--- src/sv/ssdlm_ram.sv ---
`timescale 1ns / 1ps
`default_nettype none
// ----------------------------------------------------------------------------
// ssdlm_ram
// Generic one-write, one-read synchronous RAM with registered read data.
// ----------------------------------------------------------------------------
module ssdlm_ram #(
    parameter int WIDTH = 8,
    parameter int DEPTH = 256
) (
    input  wire logic                     i_clk,
    input  wire logic                     i_we,
    input  wire logic [$clog2(DEPTH)-1:0] i_waddr,
    input  wire logic [WIDTH-1:0]         i_wdata,
    input  wire logic                     i_re,
    input  wire logic [$clog2(DEPTH)-1:0] i_raddr,
    output logic      [WIDTH-1:0]         o_rdata
);

    logic [WIDTH-1:0] r_mem [DEPTH];

    always_ff @(posedge i_clk) begin
        if (i_we) begin
            r_mem[i_waddr] <= i_wdata;
        end
        if (i_re) begin
            o_rdata <= r_mem[i_raddr];
        end
    end

endmodule
`default_nettype wire

--- config.mk ---
export PLATFORM = sky130hd
export DESIGN_NAME = ssdlm_ram
export DESIGN_NICKNAME = d
export VERILOG_FILES = /design/src/sv/ssdlm_ram.sv
export SDC_FILE = /design/constraint.sdc
export NUM_CORES = 2
export LEC_CHECK = 0
export BUFFER_PORTS_ARGS = -buffer_cell sky130_fd_sc_hd__buf_2
export CORE_ASPECT_RATIO = 1.5
export CORE_MARGIN = 3
export CORE_UTILIZATION = 28
export CTS_CLUSTER_DIAMETER = 150
export DETAILED_ROUTE_END_ITERATION = 16
export PLACE_DENSITY_LB_ADDON = 0.12
export SYNTH_ARGS = -nofsm -noshare
export SYNTH_HDL_FRONTEND = slang
export SYNTH_SLANG_ARGS = --single-unit
--- constraint.sdc ---
create_clock -name i_clk -period 3.2 [get_ports i_clk]
set_input_delay 0.64 -clock i_clk [delete_from_list [all_inputs] [get_ports i_clk]]
set_output_delay 0.64 -clock i_clk [all_outputs]
set_load 0.01 [all_outputs]
; Yosys cells after proc, flatten, opt, wreduce, memory -nomap -nowiden
; Memory sizes are Yosys's and may differ from the RTL's. A register that Yosys moved wholly into a read port is not among the register bits.
; Index checks and enable logic that the tools add are counted.
[word_totals]
memories = 1
inputBits = 27
output_inout_bits = 8
mem_bits_rw = 2048
wordCells = 3
reg_bits = 0
[memory_table]
columns = name, depth, width, read_ports, rd_ports_with_merged_regs, wr, line
row1 = r_mem, 256, 8, 1, 1, 1, 20  ; logic [WIDTH-1:0] r_mem [DEPTH];
[classes]
n_mux = 2
[op_table]
columns = operator, n
row1 = 1-bit two-way mux, 2

; Logic depth before layout (Yosys ltp)
[logic_depth]
word_depth = 2
mapped_depth = 11
depth_no_buf = 6

; Least setup slack after synthesis
; Ideal clock, no wire load.
[synth_path]
path_type = input to register
from = input i_raddr[0]
to = register o_rdata[2], read port of r_mem, data pin
required_time_ps = 2931
setup_ps = 269
slack_ps = 484
arrival_ps = 2447
cell_stages = 9
path_cell_list = buf_6 > buf_12 > buf_8 > buf_2 > mux4_2 > a22oi_1 > a21oi_1 > nor4_1 > nor4_2
[synth_lines]
columns = item, line
row1 = "start, declared", 16  ; input wire logic [$clog2(DEPTH)-1:0] i_raddr,
row2 = "end, declared", 17  ; output logic [WIDTH-1:0] o_rdata

==> results.md <==
* CP max FO at 23
* Row Count at 239
* RSZ-0062 raised after global routing: no
* Worst EP arrival at 3.53 ns
* Final nets at 4449
* Area delta synth->final at 19.95%
* Drt drc at 0
* Crit end category: flip-flop
* Min-delay src: i_wdata[4]
* Critical path's top delay family: multiplexers
* Synth Instances at 3733
* Critical Path RT at 3.76 ns
* HPWL Detailed at 167.5 mm
* Core area at 282900 um2
* Final Hold Vio Count at 0
* Yosys warnings at 0
* Fin Hold WS at 0.2072 ns
* Total I/O pin count at 35
* Total gr overflow at 0
* H-Tree Depth at 4
* Critical Path, Cell by Cell: buf_8 > buf_12 > mux4_2 > mux4_2 > nor2_1 > a2111oi_2 > buf_4 > nor3_1 > nor4_1
* Worst Tran Pin Value at 1.040 ns
* DP Area at 89370 um2
* Global-route wire length before repair at 344.2 mm
* Max clock buf depth at 4
* Post-Syn Nets at 3760
* # setup viols final at 0
* Vias at 39740
* Avg WL per Cell at 29.70 um
* Relative slew slack at 30.02%
* 1st-iter DRT viols at 2944
* Final instance area at 95530 um2
* Root Driver: clkbuf_16
* Die Width at 441.4 um
* Critical path's slowest cell: nor3_1
* Die area at 291000 um2
* Worst path most repeated cell: mux4_2
* Antenna viol nets, final at 0
* Die H at 659.2 um
* Routed Wire Length at 247.1 mm
* First-pass DRT Iterations at 5
* CTS tree: done
* Tot Pwr at 55870 uW
* Final worst-path cycle share at 92.86%
* Initial antenna violation count at 17
* P per Cell Area at 584.9 nW/um2
* Max Slew Vio Count at 0
* CP Class: input port to flip-flop
* Initial core utilization at 28.15%
* Syn Std Cell Area at 79640 um2
* Seq/Total Area, Yosys at 77.53%
* Largest net degree at the start of global routing at 93
* Post-layout util at 33.77%
* CP max stage delay at 0.69 ns
* Most used DFF post-synth: edfxtp_1
* Pleak at 0.03027 uW
* CTS Buf Count at 204
* Layout cells sized above 1 at 32.15%
* Fmax at 0.3365 GHz
* CP Launch Type: input port
* Status: completed
* Number of port buffers at 34
* GPL Wtd Cong at 0.7997
* Via density at 4.777
* Count of state elements after synthesis at 2056
* Share of the synthesized area in the top cell type at 77.53%
* Max-cap violations at 0
* Critical R2R Launch: r_mem[143][0]
* Top post-synthesis cells by area: edfxtp_1 (78%), mux4_2 (13%), mux2i_1 (1.7%)
* Post-CTS Setup Bufs at 0
* Worst skew pair latency at 0.86 ns
* Vias in the first global route at 42470
* Avg Cell Area, Syn at 21.33 um2
* GRT Overall Usage at 16.82%
* Crit. Startpoint: i_raddr[0]
* Post-synth EDFFs at 2056
* Clock Skew at 0.04744 ns
* Post-synth ARST share at 0%
* Setup TNS at 0 ns
* Clk pin slew, worst setup/hold paths at 0.06 ns
* Max VDD drop at 402.6 uV
* Synth area leader: edfxtp_1
* Tmin final at 2.971 ns
* Yosys cell types at 54
* Clk sinks at 2056
* HP Class: input port to flip-flop
* CP Buf/Inv Count at 3
-- worst paths after layout --
path	to	slack, ns	cells past startpoint
worst max-delay path	o_rdata[7]	0.23	9
worst min-delay path	r_mem[8][4]	0.21	1
worst max register to register	o_rdata[0]	0.28	7
worst min register to register	o_rdata[0]	1.23	7
-- per-stage QoR --
step | worst slack, ns | instances
final | 0.2285 | 8319
after global routing | 0.2044 | 8315
after CTS | 0.1989 | 8314
after detailed placement | -1.005 | 7951
after global placement | -0.9891 | 7951
after floorplan | 0.4839 | 3733
-- sequential cells by signal (all words and copies together) (netlist names) --
| register | cells |
|---|---|
| o_rdata | 8 |
| r_mem | 2048 |
-- synthesized netlist by cell type, types with 27 or more instances --
cell type	instances
a21oi_1	96
a22oi_1	133
buf_2	31
buf_4	27
clkbuf_1	111
edfxtp_1	2056
mux2i_1	134
mux4_2	454
nand2_1	33
nand3_1	34
nor2_1	282
nor2b_1	31
o221ai_1	46
o22ai_1	28
-- cells in the final DEF, fill, tap and decap left out, types with 12 or more instances in the layout --
| cell | count |
|---|---|
| edfxtp_1 | 2056 |
| buf_4 | 605 |
| mux4_2 | 454 |
| nor2_1 | 279 |
| clkbuf_16 | 208 |
| mux2i_1 | 134 |
| a22oi_1 | 133 |
| a21oi_1 | 96 |
| buf_12 | 79 |
| clkbuf_1 | 54 |
| clkinv_1 | 47 |
| o221ai_1 | 46 |
| clkinv_2 | 35 |
| nand2_1 | 33 |
| o22ai_1 | 28 |
| nor2b_1 | 28 |
| nand3_1 | 25 |
| nor3_1 | 22 |
| buf_2 | 22 |
| nor4_1 | 19 |
| a211oi_1 | 15 |
| a221oi_1 | 12 |
-- worst register-to-register path: stages, from the launching register on --
cell and delay [ns]:
edfxtp_1 0.38, mux4_2 0.49, mux4_2 0.49, nor2_1 0.20, a2111oi_2 0.08, buf_4 0.17
nor3_1 0.75, nor4_2 0.11
-- layer usage --
layer | GRT usage, % | vias to the layer above | routed length, um
met5 | 0 | - | 13
li1 | - | 17050 | -
met3 | 2.102 | 312 | 8420
met4 | 4.918 | 2 | 7404
met2 | 31.09 | 777 | 133500
met1 | 20.28 | 21600 | 97670
-- cells by family (layout without fill, tap and decap cells) --
| kind of cell | count (synthesis) | count (layout) | share of synthesized area (%) |
|---|---|---|---|
| mux | 591 | 591 | 14.60 |
| buf+inv | 235 | 1081 | 1.829 |
| simple gates | 466 | 466 | 2.625 |
| compound gates | 385 | 385 | 3.416 |
| other cells | 0 | 5 | 0 |
| flops | 2056 | 2056 | 77.53 |
-- report_power, final --
group	internal (uW)	switching [uW]	total [uW]
registers	29700	31.0	29700
logic	1250	2020	3270
clock network	12600	10300	22900
total	43600	12300	55900
-- final cells by class --
cell class,count,area [um2]
Timing Repair Buffer,716,6384
Clock inverter,101,713.2
Sequential cell,2056,61740
Inverter,2,7.507
Fill cell,26970,187400
Clock buffer,262,5408
Multi-Input combinational cell,1442,16590
Tap cell,3735,4673
Antenna cell,5,12.51
-- repair_timing --
item	in CTS	in global routing
gates resized for setup	3	0
setup endpoints to repair	3	0
hold buffers	0	0
No activity file was read; power rests on OpenSTA's default activity.
