--- config.mk ---
export PLATFORM = sky130hd
export DESIGN_NAME = ssdlm_cbmul
export DESIGN_NICKNAME = d
export VERILOG_FILES = /design/src/sv/ssdlm_pkg.sv /design/src/sv/ssdlm_cbmul.sv
export SDC_FILE = /design/constraint.sdc
export NUM_CORES = 2
export LEC_CHECK = 0
export BUFFER_PORTS_ARGS = -buffer_cell sky130_fd_sc_hd__clkbuf_2
export CORE_UTILIZATION = 60
export CTS_CLUSTER_SIZE = 25
export DETAILED_ROUTE_END_ITERATION = 6
export PLACE_DENSITY = 0.88
export REMOVE_ABC_BUFFERS = 1
export SLEW_MARGIN = 20
export SYNTH_ARGS = -nofsm -noshare
export SYNTH_HDL_FRONTEND = slang
export SYNTH_SLANG_ARGS = --single-unit
--- constraint.sdc ---
create_clock -name i_clk -period 17.4 [get_ports i_clk]
set_input_delay 1.74 -clock i_clk [delete_from_list [all_inputs] [get_ports i_clk]]
set_output_delay 1.74 -clock i_clk [all_outputs]
set_load 0.02 [all_outputs]
--- src/sv/ssdlm_pkg.sv ---
`timescale 1ns / 1ps
`default_nettype none
// ----------------------------------------------------------------------------
// ssdlm_pkg
// Shared codes and defaults of the flash line manager.
// ----------------------------------------------------------------------------
package ssdlm_pkg;

    localparam int LINES_DEF       = 256;
    localparam int COUNT_WIDTH_DEF = 16;
    localparam int TIME_WIDTH_DEF  = 48;

    // operations
    localparam logic [2:0] OP_WRITE   = 3'd0;
    localparam logic [2:0] OP_INVAL   = 3'd1;
    localparam logic [2:0] OP_ADVANCE = 3'd2;
    localparam logic [2:0] OP_SELECT  = 3'd3;
    localparam logic [2:0] OP_RELEASE = 3'd4;

    // status codes
    localparam logic [1:0] ST_OK     = 2'd0;
    localparam logic [1:0] ST_NO_VIC = 2'd1;
    localparam logic [1:0] ST_NO_FREE = 2'd2;

    // line membership
    localparam logic [2:0] M_FREE     = 3'd0;
    localparam logic [2:0] M_OPEN     = 3'd1;
    localparam logic [2:0] M_FULL     = 3'd2;
    localparam logic [2:0] M_VICTIM   = 3'd3;
    localparam logic [2:0] M_DETACHED = 3'd4;

    // victim policies
    localparam logic [1:0] POL_GREEDY = 2'd0;
    localparam logic [1:0] POL_COST   = 2'd1;
    localparam logic [1:0] POL_OLDEST = 2'd2;

    // configuration register indexes
    localparam logic [2:0] CFG_CHANNELS = 3'd0;
    localparam logic [2:0] CFG_LUNS     = 3'd1;
    localparam logic [2:0] CFG_PLANES   = 3'd2;
    localparam logic [2:0] CFG_PG_BLOCK = 3'd3;
    localparam logic [2:0] CFG_PG_LINE  = 3'd4;
    localparam logic [2:0] CFG_POLICY   = 3'd5;

    localparam int CHUNK_W = 16;

endpackage
`default_nettype wire

--- src/sv/ssdlm_cbmul.sv ---
`timescale 1ns / 1ps
`default_nettype none
// ----------------------------------------------------------------------------
// ssdlm_cbmul
// Multi-cycle product age * a * b for the cost-benefit compare: a * b is
// registered first, then one 16-bit slice of age per cycle into an accumulator.
// ----------------------------------------------------------------------------
module ssdlm_cbmul
    import ssdlm_pkg::*;
#(
    parameter int TIME_WIDTH  = TIME_WIDTH_DEF,
    parameter int COUNT_WIDTH = COUNT_WIDTH_DEF
) (
    input  wire logic                                 i_clk,
    input  wire logic                                 i_rst_n,
    input  wire logic                                 i_start,
    input  wire logic [TIME_WIDTH-1:0]                i_age,
    input  wire logic [COUNT_WIDTH-1:0]               i_a,
    input  wire logic [COUNT_WIDTH-1:0]               i_b,
    output logic                                      o_done,
    output logic      [TIME_WIDTH+2*COUNT_WIDTH-1:0]  o_prod
);

    localparam int NCH = (TIME_WIDTH + CHUNK_W - 1) / CHUNK_W;
    localparam int AGW = NCH * CHUNK_W;
    localparam int PPW = 2 * COUNT_WIDTH;
    localparam int PW  = TIME_WIDTH + PPW;
    localparam int KW  = (NCH > 1) ? $clog2(NCH) : 1;

    logic                   r_busy;
    logic [KW-1:0]          r_k;
    logic [PPW-1:0]         r_p;
    logic [AGW-1:0]         r_age;
    logic [PW-1:0]          r_acc;
    logic [CHUNK_W-1:0]     w_chunk;
    logic [PPW+CHUNK_W-1:0] w_part;

    assign w_chunk = CHUNK_W'(r_age >> (CHUNK_W * r_k));
    assign w_part  = (PPW+CHUNK_W)'(r_p) * (PPW+CHUNK_W)'(w_chunk);
    assign o_prod  = r_acc;

    always_ff @(posedge i_clk) begin
        if (!i_rst_n) begin
            r_busy <= 1'b0;
            r_k    <= '0;
            o_done <= 1'b0;
        end else begin
            o_done <= 1'b0;
            if (i_start) begin
                r_busy <= 1'b1;
                r_k    <= '0;
                r_acc  <= '0;
                r_p    <= PPW'(i_a) * PPW'(i_b);
                r_age  <= AGW'(i_age);
            end else if (r_busy) begin
                r_acc <= r_acc + (PW'(w_part) << (CHUNK_W * r_k));
                if (r_k == KW'(NCH - 1)) begin
                    r_busy <= 1'b0;
                    o_done <= 1'b1;
                end else begin
                    r_k <= r_k + 1'b1;
                end
            end
        end
    end

endmodule
`default_nettype wire
## Word-level counts from Yosys, hierarchy flattened

Index checks and enable logic that the tools add are counted.

- Output and inout bits: 81
- Flip-flop bits (word level): 164
- Input bits: 83

- Multiply operators: 2
- Bitwise gates (word level): 3
- Muxes and demuxes: 5
- Equality and inequality tests: 1
- Shift operators: 2
- Reductions and logical operators: 6
- Add/subtract/negate cells: 2

Operators with widths:

| operator | number |
|---|---|
| 80-bit adder | 1 |
| 80-bit two-way mux | 1 |
| 48-bit by 6-bit left shift with 80-bit output | 1 |
| 32-bit by 16-bit multiplier with 48-bit output | 1 |
| 48-bit by 6-bit right shift with 16-bit output | 1 |
| 16-bit by 16-bit multiplier with 32-bit output | 1 |
| 2-bit AND reduction | 3 |
| 1-bit two-way mux | 4 |
| 1-bit NOT | 3 |
| 3-bit OR reduction | 1 |
| 2-bit by 1-bit adder with 2-bit output, second input constant | 1 |
| 2-bit == test, second input constant | 1 |
| 2-bit nonzero test | 1 |
| 2-bit OR reduction | 1 |

## Logic depth before layout (Yosys ltp)

- Depth in word-level cells: 5
- Mapped depth: 45
- Mapped depth without buffers: 40

## Worst setup path before layout

OpenSTA, ideal clock, no wires.

- Path type: register -> register
- Start point: register r_k[1]
- End point: register r_acc[75], in the netlist o_prod[75], data pin
- Slack: 7.558 ns
- Period minus slack after synthesis: 9.842 ns
- Stages on the path, launching flop included: 41
- Arrival: 9.579 ns
- Path through: dfxtp_1 -> clkbuf_1 -> inv_1 -> nor2_1 -> clkbuf_1 -> nand2_1 -> o21ai_1 -> clkbuf_1 -> nand2_1 -> fa_1 -> inv_1 -> fa_1 -> fa_1 -> fa_1 -> fa_1 -> inv_1 -> fa_1 -> inv_1 -> (+5 left out) -> a311o_1 -> a41oi_1 -> a21oi_1 -> o2111ai_1 -> or3_1 -> nand3_1 -> ha_1 -> clkbuf_1 -> and3_1 -> and4_1 -> inv_1 -> or4_1 -> a21oi_1 -> o21ai_1 -> a21oi_1 -> nor2_1 -> o21ai_1 -> mux2_1

- Cells in the longest elaborated chain, start to end: 5

Ends and longest elaborated chain:

| item | RTL line | text |
|---|---|---|
| start, declared | ssdlm_cbmul.sv:31 | `logic [KW-1:0] r_k;` |
| start signal, assigned | ssdlm_cbmul.sv:61 | `r_k <= r_k + 1'b1;` |
| 48-bit by 6-bit right shift with 16-bit output | ssdlm_cbmul.sv:38 | `assign w_chunk = CHUNK_W'(r_age >> (CHUNK_W * r_k));` |
| 32-bit by 16-bit multiplier with 48-bit output | ssdlm_cbmul.sv:39 | `assign w_part = (PPW+CHUNK_W)'(r_p) * (PPW+CHUNK_W)'(w_chunk);` |
| 48-bit by 6-bit left shift with 80-bit output * | ssdlm_cbmul.sv:56 | `r_acc <= r_acc + (PW'(w_part) << (CHUNK_W * r_k));` |
| 80-bit adder * | ssdlm_cbmul.sv:56 |  |
| 80-bit two-way mux * | ssdlm_cbmul.sv:55 | `end else if (r_busy) begin` |
| end signal, assigned | ssdlm_cbmul.sv:56 |  |
| end, declared | ssdlm_cbmul.sv:34 | `logic [PW-1:0] r_acc;` |

Every way passes the cells marked *; elsewhere a longest branch is shown, timed or not. The select of a mux whose other input is x is not followed.
A chain may end at the register's enable or synchronous reset.

## Worst setup path in the final report

Same ends and word-level chain as after synthesis.

==> out/qor.txt <==
IO Pins: 164
skew final: 0.0176 ns
CTS resizes: 0
Mapped Cells: 4128
CTS root buffer: clkbuf_16
drt total wl: 97500 um
fin. max-slew vios: 0
RSZ-0062 raised after global routing: no
clk sinks: 164
initial antenna violation count: 2
row count: 89
area fraction of the dominant cell type after synthesis: 33.9%
Worst-Skew Late Latency: 0.49 ns
first-pass GRT wire length: 158000 um
Final Setup Violations: 0
Max Cap Viol: 0
asr flop ratio synth: 0%
drt first-iter violations: 2791
top-count cell post-synth: inv_1
critical path class: reg2reg
crit path time final: 11.82 ns
Port Buffer Count: 163
DP Area: 37500 sq um
GP Congestion: 1.03
Pre-antenna DRT Iters: 7
Num CTS Buffers: 17
Post-CTS Hold Buffers: 0
number of synthesized register bits: 164
post-CTS setup buffers: 0
slowest stage delay, CP: 0.98 ns
min-delay worst type: reg2reg
Seq/Total Area, Yosys: 13.5%
share of post-route cells with drive strength above 1: 6.14%
hold slack: 0.485 ns
finished layout cell area: 38100 sq um
grt total ovfl: 0
Worst path slowest cell: o41ai_1
Total Nets Final: 5137
vias: 29800
EDFF count, synth: 160
pin count of the biggest net entering global routing: 81
DR DRC count: 4
setup_tns: 0 ns
Required @ worst endpoint: 17.62 ns
Area growth, synth to finish: 5.21%
critical-path maximum fanout: 32
HPWL after DPL: 77600 um
Avg WL per Cell: 19.8 um
Synth Warn #: 0
Vias/cell: 6.06
Synth area leaders: fa_1 34%, edfxtp_1 13%, ha_1 11%
Routed Antenna Nets: 0
Final period util: 67.9%
vias in the first global route: 30800
top post-synthesis cells by count: 714 x inv_1, 622 x nand2_1, 613 x fa_1
crit end category: register
failing checks: DRC
worst slew margin relative to its limit: 20.6%
clock tree from TritonCTS: done
Critical Path Start Type: register
delay-heaviest family, CP: adder cells
fmax: 84.6 MHz
status: complete, but fails checks
Total GRT Usage: 32.9%
Mapped Area: 36200 sq um
CP arrival: 12.04 ns
Worst Tran Pin Value: 1.18 ns
Post-synth top flop: edfxtp_1
mean post-synth cell area: 8.77 sq um
most frequent CP cell: inv_1
WP buf/inv: 9
area leader, netlist: fa_1
die area: 61300 sq um
core box area: 59400 sq um
die width: 248 um
CTS Buffer Depth: 2
H-tree depth: 4
Reg clk slew, reported paths: 0.09 ns
Initial Utilization: 61.0%
DIE HEIGHT: 248 um
Distinct cells, synth: 74
final hold violations: 0
## layer usage
layer  up-vias  global-route usage [%]  share of wire [%]
met2      1764                    53.0                 47
met1     14600                    42.8                 38
li1      13100                       -                  -
met4         2                    14.0                4.0
met3       327                    7.50                 11
met5         -                       0              0.013
## sequential cells by signal, indices dropped and copies added (netlist names)
register and count:
o_prod 80, r_age 48, r_busy 1, o_done 1, r_k 2, r_p 32
## logic make-up (layout without fill, tap and decap cells)
| kind of cell | after synthesis | after routing | share of synthesized area, % |
|---|---|---|---|
| mux | 37 | 37 | 1.04 |
| buf+inv | 911 | 933 | 9.47 |
| xor+xnor | 137 | 137 | 3.31 |
| flops | 164 | 164 | 13.5 |
| other cells | 0 | 2 | 0 |
| fa+ha+maj | 917 | 917 | 44.4 |
| compound gates | 600 | 600 | 10.6 |
| simple gates | 1362 | 1362 | 17.7 |
## final cells by class
type	count	area [sq um]
clock buffers	17	425
clock inverters	15	170
well taps	773	967
multi-input cells	3053	28000
repair buffers	186	988
fillers	4613	21300
diodes	2	5.00
inverters	715	2680
flip-flops and latches	164	4890
## tightest hold or removal path: stages (launching register included)
cell,delay (ns)
dfxtp_1,0.33
nand2_1,0.06
nor2_1,0.04
## worst paths after layout
path / from / end / slack (ns) / cells after the start
worst max-delay path: r_k[1]$_SDFFE_PP0P_ / o_prod[75]$_SDFFCE_PP0P_ / 5.58 / 39
worst min-delay path: r_busy$_SDFF_PN0_ / o_done$_SDFF_PP0_ / 0.49 / 2
worst max register to register: r_k[1]$_SDFFE_PP0P_ / o_prod[75]$_SDFFCE_PP0P_ / 5.58 / 39
worst min register to register: r_busy$_SDFF_PN0_ / o_done$_SDFF_PP0_ / 0.49 / 2
## placed cells by master, fill, tap and decap left out, types with 11 or more instances in the layout
cell type  count
inv_1        714
nand2_1      622
fa_1         613
and2_1       324
ha_1         304
nor2_1       194
a21oi_1      169
clkbuf_2     163
edfxtp_1     160
a21o_1       100
o21ai_0       99
xnor2_1       92
xor2_1        45
nand4_1       44
nor3_1        41
nand3_1       36
mux2i_1       33
o21bai_1      29
nor2b_1       26
a31oi_1       25
o21a_1        23
and3_1        23
buf_4         23
a211oi_1      17
clkbuf_16     17
o21ai_2       16
nand2b_1      15
o21ai_1       15
a221oi_1      12
o31ai_1       12
o211ai_1      11
## stage by stage
step,utilization [%],instances,setup slack [ns]
2_1_floorplan,-,3932,5.59
3_3_place_gp,63.2,4891,6.12
3_5_place_dp,63.2,4891,6.05
4_1_cts,64.2,4923,5.92
5_1_grt,64.2,4923,5.16
6_report,64.2,4925,5.58
Power is left out: the tool's default activity adds up to more than one toggle a clock period on the data nets, which glitch-free logic cannot reach.
